$ cat src/design/mbd_pkg.sv
// ----------------------------------------------------------------------------
// mbd_pkg
// Shared types and constants for the button debouncer with event queue.
// ----------------------------------------------------------------------------
package mbd_pkg;

   localparam int NUM_BUTTONS_DEFAULT = 8;
   localparam int QUEUE_DEPTH_DEFAULT = 16;

   localparam int KIND_W     = 2;
   localparam int TIME_W     = 32;
   localparam int LEVEL_W    = 8;
   localparam int INDEX_W    = 3;
   localparam int DEBOUNCE_W = 16;
   localparam int HOLD_W     = 32;
   localparam int CSR_ADDR_W = 1;
   localparam int CSR_DATA_W = 16;

   localparam int REQ_DATA_W = 48;
   localparam int RSP_DATA_W = 72;
   localparam int RSP_USER_W = 1;

   localparam logic [DEBOUNCE_W-1:0] DEBOUNCE_RESET = 16'd20;

   typedef enum logic [KIND_W-1:0] {
      KIND_TICK  = 2'd0,
      KIND_PUSH  = 2'd1,
      KIND_POP   = 2'd2,
      KIND_QUERY = 2'd3
   } kind_type;

   typedef enum logic [CSR_ADDR_W-1:0] {
      CSR_DEBOUNCE = 1'b0,
      CSR_MASK     = 1'b1
   } csr_index_type;

   typedef enum logic [2:0] {
      OP_SCAN,
      OP_PUSH,
      OP_POP,
      OP_QUERY,
      OP_NONE
   } op_type;

   typedef struct packed {
      op_type               op;
      logic [TIME_W-1:0]    now_time;
      logic [LEVEL_W-1:0]   levels;
      logic [INDEX_W-1:0]   index;
      logic                 pressed;
   } cmd_type;

   typedef struct packed {
      logic [INDEX_W-1:0]   button;
      logic                 pressed;
      logic [TIME_W-1:0]    stamp;
   } event_type;

   typedef struct packed {
      logic                 valid;
      event_type            ev;
   } push_type;

   typedef struct packed {
      logic                 event_valid;
      logic [INDEX_W-1:0]   event_button;
      logic                 event_pressed;
      logic [TIME_W-1:0]    event_time;
      logic [HOLD_W-1:0]    hold_count;
   } rsp_type;

   typedef enum logic [2:0] {
      ST_IDLE,
      ST_SCAN,
      ST_PUSH,
      ST_POP,
      ST_REPLY
   } back_state_type;

endpackage

$ cat src/design/mbd_front.sv
// ----------------------------------------------------------------------------
// mbd_front
// Accepts request transactions, decodes them into commands and holds them
// in a two-entry command queue for the back end.
// ----------------------------------------------------------------------------
module mbd_front #(
   parameter int NUM_BUTTONS = mbd_pkg::NUM_BUTTONS_DEFAULT
) (
   input  logic                            clock,
   input  logic                            reset,
   input  logic                            req_valid,
   output logic                            req_ready,
   input  logic [mbd_pkg::KIND_W-1:0]      req_kind,
   input  logic [mbd_pkg::TIME_W-1:0]      req_now_time,
   input  logic [mbd_pkg::LEVEL_W-1:0]     req_levels,
   input  logic [mbd_pkg::INDEX_W-1:0]     req_index,
   input  logic [mbd_pkg::LEVEL_W-1:0]     enabled_mask,
   output logic                            cmd_valid,
   input  logic                            cmd_ready,
   output mbd_pkg::cmd_type                cmd
);
   import mbd_pkg::*;

   cmd_type    slot_ff [2];
   logic       wr_ptr_ff, wr_ptr_in;
   logic       rd_ptr_ff, rd_ptr_in;
   logic [1:0] count_ff, count_in;
   cmd_type    decoded;
   logic       index_ok;
   logic       do_write, do_read;

   always_comb begin
      index_ok         = int'(req_index) < NUM_BUTTONS;
      decoded.now_time = req_now_time;
      decoded.levels   = req_levels;
      decoded.index    = req_index;
      decoded.pressed  = enabled_mask[req_index] & req_levels[req_index];
      unique case (kind_type'(req_kind))
         KIND_TICK:  decoded.op = OP_SCAN;
         KIND_PUSH:  decoded.op = index_ok ? OP_PUSH : OP_NONE;
         KIND_POP:   decoded.op = OP_POP;
         KIND_QUERY: decoded.op = index_ok ? OP_QUERY : OP_NONE;
         default:    decoded.op = OP_NONE;
      endcase
   end

   assign req_ready = (count_ff != 2'd2);
   assign cmd_valid = (count_ff != 2'd0);
   assign cmd       = slot_ff[rd_ptr_ff];
   assign do_write  = req_valid & req_ready;
   assign do_read   = cmd_valid & cmd_ready;

   always_comb begin
      wr_ptr_in = do_write ? ~wr_ptr_ff : wr_ptr_ff;
      rd_ptr_in = do_read ? ~rd_ptr_ff : rd_ptr_ff;
      count_in  = count_ff + {1'b0, do_write} - {1'b0, do_read};
   end

   always_ff @(posedge clock) begin
      if (reset) begin
         wr_ptr_ff <= 1'b0;
         rd_ptr_ff <= 1'b0;
         count_ff  <= 2'd0;
      end else begin
         wr_ptr_ff <= wr_ptr_in;
         rd_ptr_ff <= rd_ptr_in;
         count_ff  <= count_in;
      end
   end

   always_ff @(posedge clock) begin
      if (do_write) begin
         slot_ff[wr_ptr_ff] <= decoded;
      end
   end

endmodule

$ cat src/design/mbd_evq.sv
// ----------------------------------------------------------------------------
// mbd_evq
// Ring queue of timestamped button events; a push into a full queue drops
// the oldest entry. Read data is registered.
// ----------------------------------------------------------------------------
module mbd_evq #(
   parameter int QUEUE_DEPTH = mbd_pkg::QUEUE_DEPTH_DEFAULT
) (
   input  logic                 clock,
   input  logic                 reset,
   input  mbd_pkg::push_type    push,
   input  logic                 pop,
   output logic                 empty,
   output mbd_pkg::event_type   rd_event
);
   import mbd_pkg::*;

   localparam int PTR_W = $clog2(QUEUE_DEPTH);

   event_type        mem [QUEUE_DEPTH];
   logic [PTR_W-1:0] wr_ptr_ff, wr_ptr_in;
   logic [PTR_W-1:0] rd_ptr_ff, rd_ptr_in;
   event_type        rd_event_ff;
   logic [PTR_W-1:0] wr_next, rd_next;

   function automatic logic [PTR_W-1:0] next_slot(input logic [PTR_W-1:0] p);
      return (p == PTR_W'(QUEUE_DEPTH - 1)) ? '0 : p + PTR_W'(1);
   endfunction

   assign wr_next  = next_slot(wr_ptr_ff);
   assign rd_next  = next_slot(rd_ptr_ff);
   assign empty    = (wr_ptr_ff == rd_ptr_ff);
   assign rd_event = rd_event_ff;

   always_comb begin
      wr_ptr_in = wr_ptr_ff;
      rd_ptr_in = rd_ptr_ff;
      if (push.valid) begin
         wr_ptr_in = wr_next;
         if (wr_next == rd_ptr_ff) begin
            rd_ptr_in = rd_next;
         end
      end else if (pop && !empty) begin
         rd_ptr_in = rd_next;
      end
   end

   always_ff @(posedge clock) begin
      if (reset) begin
         wr_ptr_ff <= '0;
         rd_ptr_ff <= '0;
      end else begin
         wr_ptr_ff <= wr_ptr_in;
         rd_ptr_ff <= rd_ptr_in;
      end
   end

   always_ff @(posedge clock) begin
      if (push.valid) begin
         mem[wr_ptr_ff] <= push.ev;
      end
      if (pop) begin
         rd_event_ff <= mem[rd_ptr_ff];
      end
   end

endmodule

$ cat src/design/mbd_back.sv
// ----------------------------------------------------------------------------
// mbd_back
// Executes commands: serial debounce scan, one button per cycle, direct
// pushes, pops and hold queries. Owns the response output register.
// ----------------------------------------------------------------------------
module mbd_back #(
   parameter int NUM_BUTTONS = mbd_pkg::NUM_BUTTONS_DEFAULT
) (
   input  logic                              clock,
   input  logic                              reset,
   input  logic                              cmd_valid,
   output logic                              cmd_ready,
   input  mbd_pkg::cmd_type                  cmd,
   input  logic [mbd_pkg::DEBOUNCE_W-1:0]    debounce_time,
   input  logic [mbd_pkg::LEVEL_W-1:0]       enabled_mask,
   output mbd_pkg::push_type                 push,
   output logic                              pop,
   input  logic                              q_empty,
   input  mbd_pkg::event_type                q_event,
   output logic                              rsp_valid,
   input  logic                              rsp_ready,
   output mbd_pkg::rsp_type                  rsp
);
   import mbd_pkg::*;

   localparam int SCAN_BUTTONS = (NUM_BUTTONS < LEVEL_W) ? NUM_BUTTONS : LEVEL_W;
   localparam int BTN_IDX_W    = (SCAN_BUTTONS > 1) ? $clog2(SCAN_BUTTONS) : 1;

   back_state_type       state_ff, state_in;
   cmd_type              cmd_ff;
   logic [BTN_IDX_W-1:0] cnt_ff, cnt_in;
   logic                 pop_hit_ff, pop_hit_in;
   logic                 rsp_valid_ff, rsp_valid_in;
   rsp_type              rsp_ff;

   logic                 raw_last_ff     [SCAN_BUTTONS];
   logic                 stable_level_ff [SCAN_BUTTONS];
   logic [TIME_W-1:0]    change_time_ff  [SCAN_BUTTONS];
   logic [HOLD_W-1:0]    hold_ticks_ff   [SCAN_BUTTONS];

   logic [BTN_IDX_W-1:0] addr;
   logic                 rd_raw, rd_stable;
   logic [TIME_W-1:0]    rd_change;
   logic [HOLD_W-1:0]    rd_hold;
   logic                 cur, changed, settle, new_stable;
   logic [TIME_W-1:0]    ct, elapsed;
   logic [HOLD_W-1:0]    hold_base, hold_new;
   logic                 scan_we, last_btn, rsp_load;
   rsp_type              rsp_in;

   // shared button-state read port
   always_comb begin
      addr       = (state_ff == ST_SCAN) ? cnt_ff : cmd_ff.index[BTN_IDX_W-1:0];
      rd_raw     = raw_last_ff[addr];
      rd_stable  = stable_level_ff[addr];
      rd_change  = change_time_ff[addr];
      rd_hold    = hold_ticks_ff[addr];
      cur        = cmd_ff.levels[addr];
      changed    = (cur != rd_raw);
      ct         = changed ? cmd_ff.now_time : rd_change;
      elapsed    = cmd_ff.now_time - ct;
      settle     = (elapsed >= {{(TIME_W-DEBOUNCE_W){1'b0}}, debounce_time})
                   && (rd_stable != cur);
      new_stable = settle ? cur : rd_stable;
      hold_base  = (settle && cur) ? '0 : rd_hold;
      hold_new   = (new_stable && (hold_base != '1)) ? hold_base + HOLD_W'(1)
                                                      : hold_base;
      scan_we    = (state_ff == ST_SCAN) && enabled_mask[addr];
      last_btn   = (cnt_ff == BTN_IDX_W'(SCAN_BUTTONS - 1));
      rsp_load   = (state_ff == ST_REPLY) && (!rsp_valid_ff || rsp_ready);
   end

   // next state
   always_comb begin
      state_in = state_ff;
      unique case (state_ff)
         ST_IDLE: begin
            if (cmd_valid) begin
               unique case (cmd.op)
                  OP_SCAN:  state_in = ST_SCAN;
                  OP_PUSH:  state_in = ST_PUSH;
                  OP_POP:   state_in = ST_POP;
                  default:  state_in = ST_REPLY;
               endcase
            end
         end
         ST_SCAN:  if (last_btn) state_in = ST_REPLY;
         ST_PUSH:  state_in = ST_REPLY;
         ST_POP:   state_in = ST_REPLY;
         ST_REPLY: if (rsp_load) state_in = ST_IDLE;
         default:  state_in = ST_IDLE;
      endcase
   end

   // outputs
   always_comb begin
      cmd_ready  = (state_ff == ST_IDLE);
      pop        = (state_ff == ST_POP) && !q_empty;
      push.valid = (scan_we && settle) || (state_ff == ST_PUSH);
      if (state_ff == ST_PUSH) begin
         push.ev.button  = cmd_ff.index;
         push.ev.pressed = cmd_ff.pressed;
      end else begin
         push.ev.button  = INDEX_W'(addr);
         push.ev.pressed = cur;
      end
      push.ev.stamp = cmd_ff.now_time;
      cnt_in        = (state_ff == ST_SCAN) ? cnt_ff + BTN_IDX_W'(1) : '0;
      pop_hit_in    = (state_ff == ST_POP) ? !q_empty : pop_hit_ff;

      rsp_in = '0;
      if (cmd_ff.op == OP_POP && pop_hit_ff) begin
         rsp_in.event_valid   = 1'b1;
         rsp_in.event_button  = q_event.button;
         rsp_in.event_pressed = q_event.pressed;
         rsp_in.event_time    = q_event.stamp;
      end
      if (cmd_ff.op == OP_QUERY) begin
         rsp_in.hold_count = rd_hold;
      end
      rsp_valid_in = rsp_load ? 1'b1 : (rsp_ready ? 1'b0 : rsp_valid_ff);
   end

   always_ff @(posedge clock) begin
      if (reset) begin
         state_ff     <= ST_IDLE;
         cnt_ff       <= '0;
         pop_hit_ff   <= 1'b0;
         rsp_valid_ff <= 1'b0;
      end else begin
         state_ff     <= state_in;
         cnt_ff       <= cnt_in;
         pop_hit_ff   <= pop_hit_in;
         rsp_valid_ff <= rsp_valid_in;
      end
   end

   always_ff @(posedge clock) begin
      if (cmd_valid && cmd_ready) begin
         cmd_ff <= cmd;
      end
      if (rsp_load) begin
         rsp_ff <= rsp_in;
      end
   end

   always_ff @(posedge clock) begin
      if (reset) begin
         for (int i = 0; i < SCAN_BUTTONS; i++) begin
            raw_last_ff[i]     <= 1'b0;
            stable_level_ff[i] <= 1'b0;
            change_time_ff[i]  <= '0;
            hold_ticks_ff[i]   <= '0;
         end
      end else if (scan_we) begin
         raw_last_ff[addr]     <= cur;
         stable_level_ff[addr] <= new_stable;
         change_time_ff[addr]  <= ct;
         hold_ticks_ff[addr]   <= hold_new;
      end
   end

   assign rsp_valid = rsp_valid_ff;
   assign rsp       = rsp_ff;

endmodule

$ cat src/design/multi_button_debouncer_event_queue.sv
// ----------------------------------------------------------------------------
// multi_button_debouncer_event_queue
// Debounces up to eight buttons and queues timestamped press/release events.
//
// req channel: one transaction per item; tuser carries the kind (tick, direct
// push, pop, hold query), tdata the time, raw levels and button index.
// rsp channel: exactly one transaction per request, in request order.
// csr port: write-only; index 0 debounce time, index 1 enable mask.
// In the back end a tick runs the serial button scan, push and pop pass
// through their own state, and a hold query or an ignored item goes straight
// to the reply state. The response is visible the cycle after its load.
// A two-entry command queue keeps accepting requests while the back end
// works or the response register waits.
// Reset clears button state, queue pointers and rsp_tvalid and raises
// req_tready; debounce time returns to 20 and the enable mask to zero.
// A stalled rsp holds its data; the back end then waits, and requests are
// taken until the command queue fills.
// ----------------------------------------------------------------------------
module multi_button_debouncer_event_queue #(
   parameter int NUM_BUTTONS = mbd_pkg::NUM_BUTTONS_DEFAULT,
   parameter int QUEUE_DEPTH = mbd_pkg::QUEUE_DEPTH_DEFAULT
) (
   input  logic                             clock,
   input  logic                             reset,
   input  logic                             req_tvalid,
   output logic                             req_tready,
   // now_time[31:0], button_levels[39:32], button_index[42:40], zero pad
   input  logic [mbd_pkg::REQ_DATA_W-1:0]   req_tdata,
   // kind[1:0]
   input  logic [mbd_pkg::KIND_W-1:0]       req_tuser,
   output logic                             rsp_tvalid,
   input  logic                             rsp_tready,
   // event_button[2:0], event_pressed[3], event_time[35:4],
   // hold_count[67:36], zero pad
   output logic [mbd_pkg::RSP_DATA_W-1:0]   rsp_tdata,
   // event_valid[0]
   output logic [mbd_pkg::RSP_USER_W-1:0]   rsp_tuser,
   input  logic                             csr_wr_en,
   input  logic [mbd_pkg::CSR_ADDR_W-1:0]   csr_index,
   input  logic [mbd_pkg::CSR_DATA_W-1:0]   csr_wdata
);
   import mbd_pkg::*;

   logic [DEBOUNCE_W-1:0] debounce_ff, debounce_in;
   logic [LEVEL_W-1:0]    mask_ff, mask_in;

   logic      cmd_valid, cmd_ready;
   cmd_type   cmd;
   push_type  push;
   logic      pop, q_empty;
   event_type q_event;
   rsp_type   rsp;

   always_comb begin
      debounce_in = debounce_ff;
      mask_in     = mask_ff;
      if (csr_wr_en) begin
         unique case (csr_index_type'(csr_index))
            CSR_DEBOUNCE: debounce_in = csr_wdata;
            CSR_MASK:     mask_in     = csr_wdata[LEVEL_W-1:0];
            default: ;
         endcase
      end
   end

   always_ff @(posedge clock) begin
      if (reset) begin
         debounce_ff <= DEBOUNCE_RESET;
         mask_ff     <= '0;
      end else begin
         debounce_ff <= debounce_in;
         mask_ff     <= mask_in;
      end
   end

   mbd_front #(
      .NUM_BUTTONS (NUM_BUTTONS)
   ) u_front (
      .clock        (clock),
      .reset        (reset),
      .req_valid    (req_tvalid),
      .req_ready    (req_tready),
      .req_kind     (req_tuser),
      .req_now_time (req_tdata[31:0]),
      .req_levels   (req_tdata[39:32]),
      .req_index    (req_tdata[42:40]),
      .enabled_mask (mask_ff),
      .cmd_valid    (cmd_valid),
      .cmd_ready    (cmd_ready),
      .cmd          (cmd)
   );

   mbd_evq #(
      .QUEUE_DEPTH (QUEUE_DEPTH)
   ) u_evq (
      .clock    (clock),
      .reset    (reset),
      .push     (push),
      .pop      (pop),
      .empty    (q_empty),
      .rd_event (q_event)
   );

   mbd_back #(
      .NUM_BUTTONS (NUM_BUTTONS)
   ) u_back (
      .clock         (clock),
      .reset         (reset),
      .cmd_valid     (cmd_valid),
      .cmd_ready     (cmd_ready),
      .cmd           (cmd),
      .debounce_time (debounce_ff),
      .enabled_mask  (mask_ff),
      .push          (push),
      .pop           (pop),
      .q_empty       (q_empty),
      .q_event       (q_event),
      .rsp_valid     (rsp_tvalid),
      .rsp_ready     (rsp_tready),
      .rsp           (rsp)
   );

   assign rsp_tdata = {4'b0000, rsp.hold_count, rsp.event_time,
                       rsp.event_pressed, rsp.event_button};
   assign rsp_tuser = rsp.event_valid;

endmodule
$ cat config.mk
export PLATFORM = sky130hd
export DESIGN_NAME = multi_button_debouncer_event_queue
export DESIGN_NICKNAME = d
export VERILOG_FILES = /design/src/design/mbd_pkg.sv /design/src/design/mbd_front.sv /design/src/design/mbd_evq.sv /design/src/design/mbd_back.sv /design/src/design/multi_button_debouncer_event_queue.sv
export SDC_FILE = /design/constraint.sdc
export NUM_CORES = 2
export LEC_CHECK = 0
export BUFFER_PORTS_ARGS = -buffer_cell sky130_fd_sc_hd__buf_2
export CORE_MARGIN = 5
export CORE_UTILIZATION = 60
export DETAILED_ROUTE_END_ITERATION = 8
export MAX_ROUTING_LAYER = met4
export PLACE_DENSITY = 0.73
export SYNTH_ARGS = -nofsm -noshare
export SYNTH_HDL_FRONTEND = slang
export SYNTH_HIERARCHICAL = 1
export SYNTH_SLANG_ARGS = --single-unit
$ cat constraint.sdc
create_clock -name clock -period 11.3 [get_ports clock]
set_input_delay 2.26 -clock clock [delete_from_list [all_inputs] [get_ports clock]]
set_output_delay 2.26 -clock clock [all_outputs]
set_load 0.01 [all_outputs]
== After elaboration in Yosys (flattened, before gate mapping) ==
Memory sizes are Yosys's and may differ from the RTL's. A register that Yosys moved wholly into a read port is not among the register bits.
Cells that the tools add are included.
Widths: inputs -> output; s select.

* Register bits after elaboration: 160
* Output and inout port bits: 75
* Memories kept: 6
* RAM bits: 1,198
* Word-level logic and storage cells: 149
* Input port bits: 72

{| class="wikitable"
|+ Memories
! name !! depth !! bits a word !! read ports !! clocked after Yosys merged registers in !! write ports !! line !! RTL
|-
| u_evq.mem || 16 || 36 || 1 || 1 || 1 || mbd_evq.sv:20 || <nowiki>event_type mem [QUEUE_DEPTH];</nowiki>
|-
| u_back.change_time_ff || 8 || 32 || 1 || 0 || 8 || mbd_back.sv:38 || <nowiki>logic [TIME_W-1:0] change_time_ff [SCAN_BUTTONS];</nowiki>
|-
| u_back.hold_ticks_ff || 8 || 32 || 1 || 0 || 8 || mbd_back.sv:39 || <nowiki>logic [HOLD_W-1:0] hold_ticks_ff [SCAN_BUTTONS];</nowiki>
|-
| u_front.slot_ff || 2 || 47 || 1 || 1 || 1 || mbd_front.sv:24 || <nowiki>cmd_type slot_ff [2];</nowiki>
|-
| u_back.raw_last_ff || 8 || 1 || 1 || 0 || 8 || mbd_back.sv:36 || <nowiki>logic raw_last_ff [SCAN_BUTTONS];</nowiki>
|-
| u_back.stable_level_ff || 8 || 1 || 1 || 0 || 8 || mbd_back.sv:37 || <nowiki>logic stable_level_ff [SCAN_BUTTONS];</nowiki>
|}

* Order comparisons: 3
* Muxes and demuxes: 51
* Add/sub/neg operators: 7
* Bitwise logic cells: 7
* Reductions and logical operators: 30
* Equality and inequality tests: 24

{| class="wikitable"
|+ Operators with widths
! kind !! number
|-
| $mux 32 || 5
|-
| $reduce_or 32->1 || 2
|-
| $mux 37 || 1
|-
| $add 32x1->32 const B || 1
|-
| $ge 32x16->1 || 1
|-
| $ne 32x32->1 const B || 1
|-
| $sub 32x32->32 || 1
|-
| $mux 1 || 24
|-
| $mux 3 || 8
|-
| $mux 4 || 6
|-
| $pmux 3 s4 || 2
|-
| $eq 3x2->1 const B || 5
|-
| $bmux 1 s3 || 4
|-
| $logic_and 1x1->1 || 10
|-
| $pmux 3 s3 || 1
|-
| $add 4x1->4 const B || 2
|-
| $eq 4x4->1 || 2
|-
| $eq 4x4->1 const B || 2
|-
| $lt 3x4->1 const B || 2
|-
| $ne 2x1->1 const B || 4
|-
| $eq 3x1->1 const B || 2
|-
| $eq 3x3->1 const B || 2
|-
| $logic_not 3->1 || 2
|-
| $reduce_and 2->1 || 3
|-
| 16 further kinds || 29
|}

== Longest topological paths before layout ==
* Depth in word-level cells: 15
* Gate-level depth with buffers: 48
* Depth with buffers taken out: 42

== Cells and area by module ==
The synthesis kept the hierarchy.

{| class="wikitable"
|+ By module, submodules not included
! module !! times used !! area an instance (µm²) !! cells an instance
|-
| mbd_back || 1 || 31,363.8 || 2,656
|-
| mbd_evq || 1 || 23,746.5 || 1,043
|-
| mbd_front || 1 || 3,858.7 || 186
|-
| multi_button_debouncer_event_queue || 1 || 1,069.8 || 105
|}

== Worst setup path before layout ==
No wires, ideal clock.

* Kind: reg-to-reg
* Start: reg u_back.cnt_ff[0]
* End: mem u_back.hold_ticks_ff[0][1], data pin
* Cell stages (with the launch flop): 41
* Slack: 2,517 ps
* Arrival time: 8,511 ps
* Clock period less this slack: 8,783 ps
* Buffers on the path: 3
* Cells stage by stage: dfxtp_1 -> clkbuf_1 -> mux4_2 -> mux2i_1 -> xnor2_1 -> mux2_2 -> buf_2 -> buf_1 -> mux2i_1 -> ha_1 -> a21o_1 -> a21o_1 -> a21oi_1 -> o21ai_0 -> a21o_1 -> o21ai_0 -> o31ai_2 -> nor2_1 -> [... 5 more ...] -> o211ai_1 -> nor3_1 -> a21boi_0 -> a2bb2oi_1 -> nor4b_1 -> nand4_1 -> nand2_1 -> nor2_1 -> nor2_1 -> ha_1 -> nand2_1 -> or2_2 -> nor2_1 -> and2_1 -> nor2_1 -> mux2i_2 -> mux2i_1 -> nor2_1

{| class="wikitable"
|+ RTL lines
! item !! line !! RTL
|-
| start, declared || mbd_back.sv:31 || <nowiki>logic [BTN_IDX_W-1:0] cnt_ff, cnt_in;</nowiki>
|-
| start signal, assigned || mbd_back.sv:132 || <nowiki>cnt_ff <= cnt_in;</nowiki>
|-
| end, declared || mbd_back.sv:39 ||
|}

==> summary.md <==
| Metric | Value |
|---|---|
| Synthesis-stage register bit count | approximately 1400 |
| Fillcell total | approximately 6700 |
| Setup crit start kind | flip-flop |
| Worst Tran Pin Value | around 1.2 ns |
| Multi-input logic area | between 15000 and 20000 um2 |
| Gate power share | 41.0% |
| Post-synth EDFFs | around 1300 |
| Async S/R FF share, synth | 0% |
| GR Util met2 | between 40% and 50% |
| Flop pwr share | between 30% and 40% |
| Synth Instances | 3990 |
| First-pass GRT wire length | around 230000 um |
| Worst Setup End Kind | flip-flop |
| CP most frequent cell | nor2_1 |
| Syn_area_per_cell | 15.0 um2 |
| Register area share after synthesis | 68.9% |
| DP HPWL | roughly 89000 um |
| Clock Skews | between 0.02 and 0.03 ns |
| Post-synth top area share | between 60% and 70% |
| Hold-fix buffers, CTS | 0 |
| Period Utilization, post-route | about nine tenths |
| CORE AREA | 99700 um2 |
| Status | completed |
| Fin. Hold Viols | 0 |
| Critical path's largest stage delay | ~0.73 ns |
| Max frequency | just under 100 MHz |
| Worst skew pair latency | roughly 0.76 ns |
| Final core utilization | between 60% and 70% |
| Fin Setup TNS | 0 ns |
| Vias in the first global route | about 36000 |
| Post-Syn Area | ~60000 um2 |
| GRT Max-Usage Layer | met2 |
| Leading cell type by number of instances after synthesis | edfxtp_1 |
| RSZ-0062 raised after global routing | no |
| # setup viols final | 0 |
| Detail Route Antenna Nets | 0 |
| Nets | between 4000 and 5000 |
| Cell accounting for the most synthesized area | edfxtp_1 |
| Io pins | between 100 and 150 |
| Met3 usage | 5.84% |
| CTS Buffer Depth | 3 |
| Switching Share | ~40% |
| Clock power share | a little under a quarter |
| Initial Utilization | about three fifths |
| Hold Crit Class | flip-flop to flip-flop |
| Pre-antenna DRT Iters | 6 |
| Max FO, Critical Path | 16 |
| Switching pwr | approximately 7600 uW |
| Cell Int Power | approximately 12000 uW |
| Via count | approximately 36000 |
| WS Path Type | flip-flop to flip-flop |
| Synth area leaders | edfxtp_1 67%, mux4_2 5.7%, nor2_1 3.7% |
| H-tree depth | 4 |
| Die height | around 330 um |
| Inserted Clock Buffers | ~140 |
| # rows | about 120 |
| Critical Path RT | ~12 ns |
| Reg clk slew, reported paths | 0.06 ns |
| Gr usage total | about 30% |
| Post-synth top cells | 1348 x edfxtp_1, 585 x nor2_1, 167 x nand2_1 |
| WL final | approximately 160000 um |
| Seq. cell area | just over 40000 um2 |
| M1 GR Usage | 38.0% |
| Fin crit period | ~10 ns |
| Count of pins over their slew limit | 0 |
| Synth cell types | 109 |
| Initial antenna violation count | 3 |
| R2R cell count | 37 |
| Clock root cell | clkbuf_16 |
| Top FF cell, synth | edfxtp_1 |
| Die area | about 110000 um2 |
| Vias/cell | roughly 6.6 |
| Leak pwr | approximately 0.023 uW |
| Yosys warning total | 6 |
| Slowest stage cell, crit path | dfxtp_1 |
| Count of buffers from port buffering | around 140 |
| Largest net degree at the start of global routing | about 110 |
| Layout cells sized above 1 | about a fifth |
| Worst EP arrival | 10.83 ns |
| CTS tree | built |
| Max Cap Viol | 0 |
| Area delta synth->final | 11.1% |
| Clock sink count | around 1400 |
| Drt wl/cell | about 28 um |
| Post-route DRC | 0 |
| Gpl congestion | between 0.8 and 0.9 |
| DR iter-0 viols | 4597 |
| DIE WIDTH | ~330 um |
| Worst vdd ir | ~0.25 mV |
| Slew HR | between 20% and 30% |
| Remaining Overflow, GRT | 0 |
| P per Cell Area | 287 nW/um2 |
| Hold Path Depth | 2 |
kinds of logic (layout without fill, tap and decap cells):
| logic type | count (synthesis) | in the layout | synth area share (%) |
|---|---|---|---|
| flip-flops | 1393 | 1393 | 68.9 |
| other | 2 | 6 | 0.0125 |
| AO/OA/AOI/OAI | 623 | 623 | 7.44 |
| XOR/XNOR | 49 | 49 | 0.900 |
| multiplexers | 331 | 331 | 9.11 |
| adder cells (fa/ha/maj) | 56 | 56 | 1.16 |
| buffers and inverters | 322 | 579 | 2.79 |
| AND/OR/NAND/NOR | 1214 | 1214 | 9.66 |
through the flow:
stage	std cells	hold WS (ns)	setup WS, ns	instance area [um2]	total power, uW
final	5549	0.465	0.937	66700	19200
after global routing	5549	0.479	0.0882	66700	20100
after CTS	5543	0.469	0.488	66600	19000
after detailed placement	5284	0.457	0.606	62100	14500
after global placement	5284	0.456	0.760	62100	14400
after floorplan	3993	0.442	2.52	60100	12000
final cells by class:
cell class | count | area share [%]
clock buffer | 188 | 5.91
multi-input combinational | 2278 | 25.8
inverter | 47 | 0.265
tap | 1298 | 2.44
clock inverter | 71 | 0.889
timing repair buffer | 273 | 2.60
sequential | 1393 | 62.1
antenna | 1 | 0.00375
state kept, by name, indices dropped and copies added (netlist names), 2 cells and up, named ones only:
register	cells
u_evq/mem	576
u_back/change_time_ff	256
u_back/hold_ticks_ff	256
u_front/slot_ff	92
u_back/rsp	69
u_evq/rd_event	36
u_back/push	32
debounce_ff	16
u_back/cmd_ff	15
mask_ff	8
u_back/raw_last_ff	8
u_back/stable_level_ff	8
u_evq/rd_ptr_ff	4
u_evq/wr_ptr_ff	4
u_back/cnt_ff	3
u_back/state_ff	3
u_front/count_ff	2
routing by layer:
metal	part of all wire [%]	vias up
li1	-	15712
met1	37	18188
met2	49	2153
met3	10	415
met4	3.9	0
met5	0	-
layout by cell type, fill, tap and decap left out, drive strengths merged, types with 71 or more instances in the layout:
cell and n:
a21oi 145, and2 71, buf 273, clkbuf 188, edfxtp 1348, mux2i 122
mux4 152, nand2 169, nor2 586, nor3 80
what timing repair did:
item,in CTS,in global routing
setup endpoints to repair,0,144
resized for setup,0,7
setup buffers,0,4
power by group through the flow:
stage               logic (uW)  registers (uW)  clock network [uW]
finish                    7850            6780                4530
global route              8420            6820                4820
CTS                       7660            6790                4590
detailed placement        7620            6890                   0
global placement          7540            6860                   0
floorplan                 5370            6590                   0
worst max-delay path: cells and delay by family (launching register included):
kind | cells | cell delay [ns]
XOR/XNOR | 2 | 0.38
adder cells (fa/ha/maj) | 3 | 0.77
multiplexers | 4 | 2.02
AND/OR/NAND/NOR | 19 | 4.02
flip-flops | 1 | 0.73
buffers and inverters | 2 | 0.50
AO/OA/AOI/OAI | 7 | 1.63
final timing paths:
check	from	end	slack [ns]
hold / removal	debounce_ff[10]$_SDFFE_PP0P_	debounce_ff[10]$_SDFFE_PP0P_	0.46
setup / recovery	u_back/cnt_ff[1]$_SDFF_PP0_	u_back/hold_ticks_ff[1][1]$_SDFFCE_PN0P_	0.94
hold reg to reg	debounce_ff[10]$_SDFFE_PP0P_	debounce_ff[10]$_SDFFE_PP0P_	0.46
setup reg to reg	u_back/cnt_ff[1]$_SDFF_PP0_	u_back/hold_ticks_ff[1][1]$_SDFFCE_PN0P_	0.94
Power figures use the tool's default switching activity.
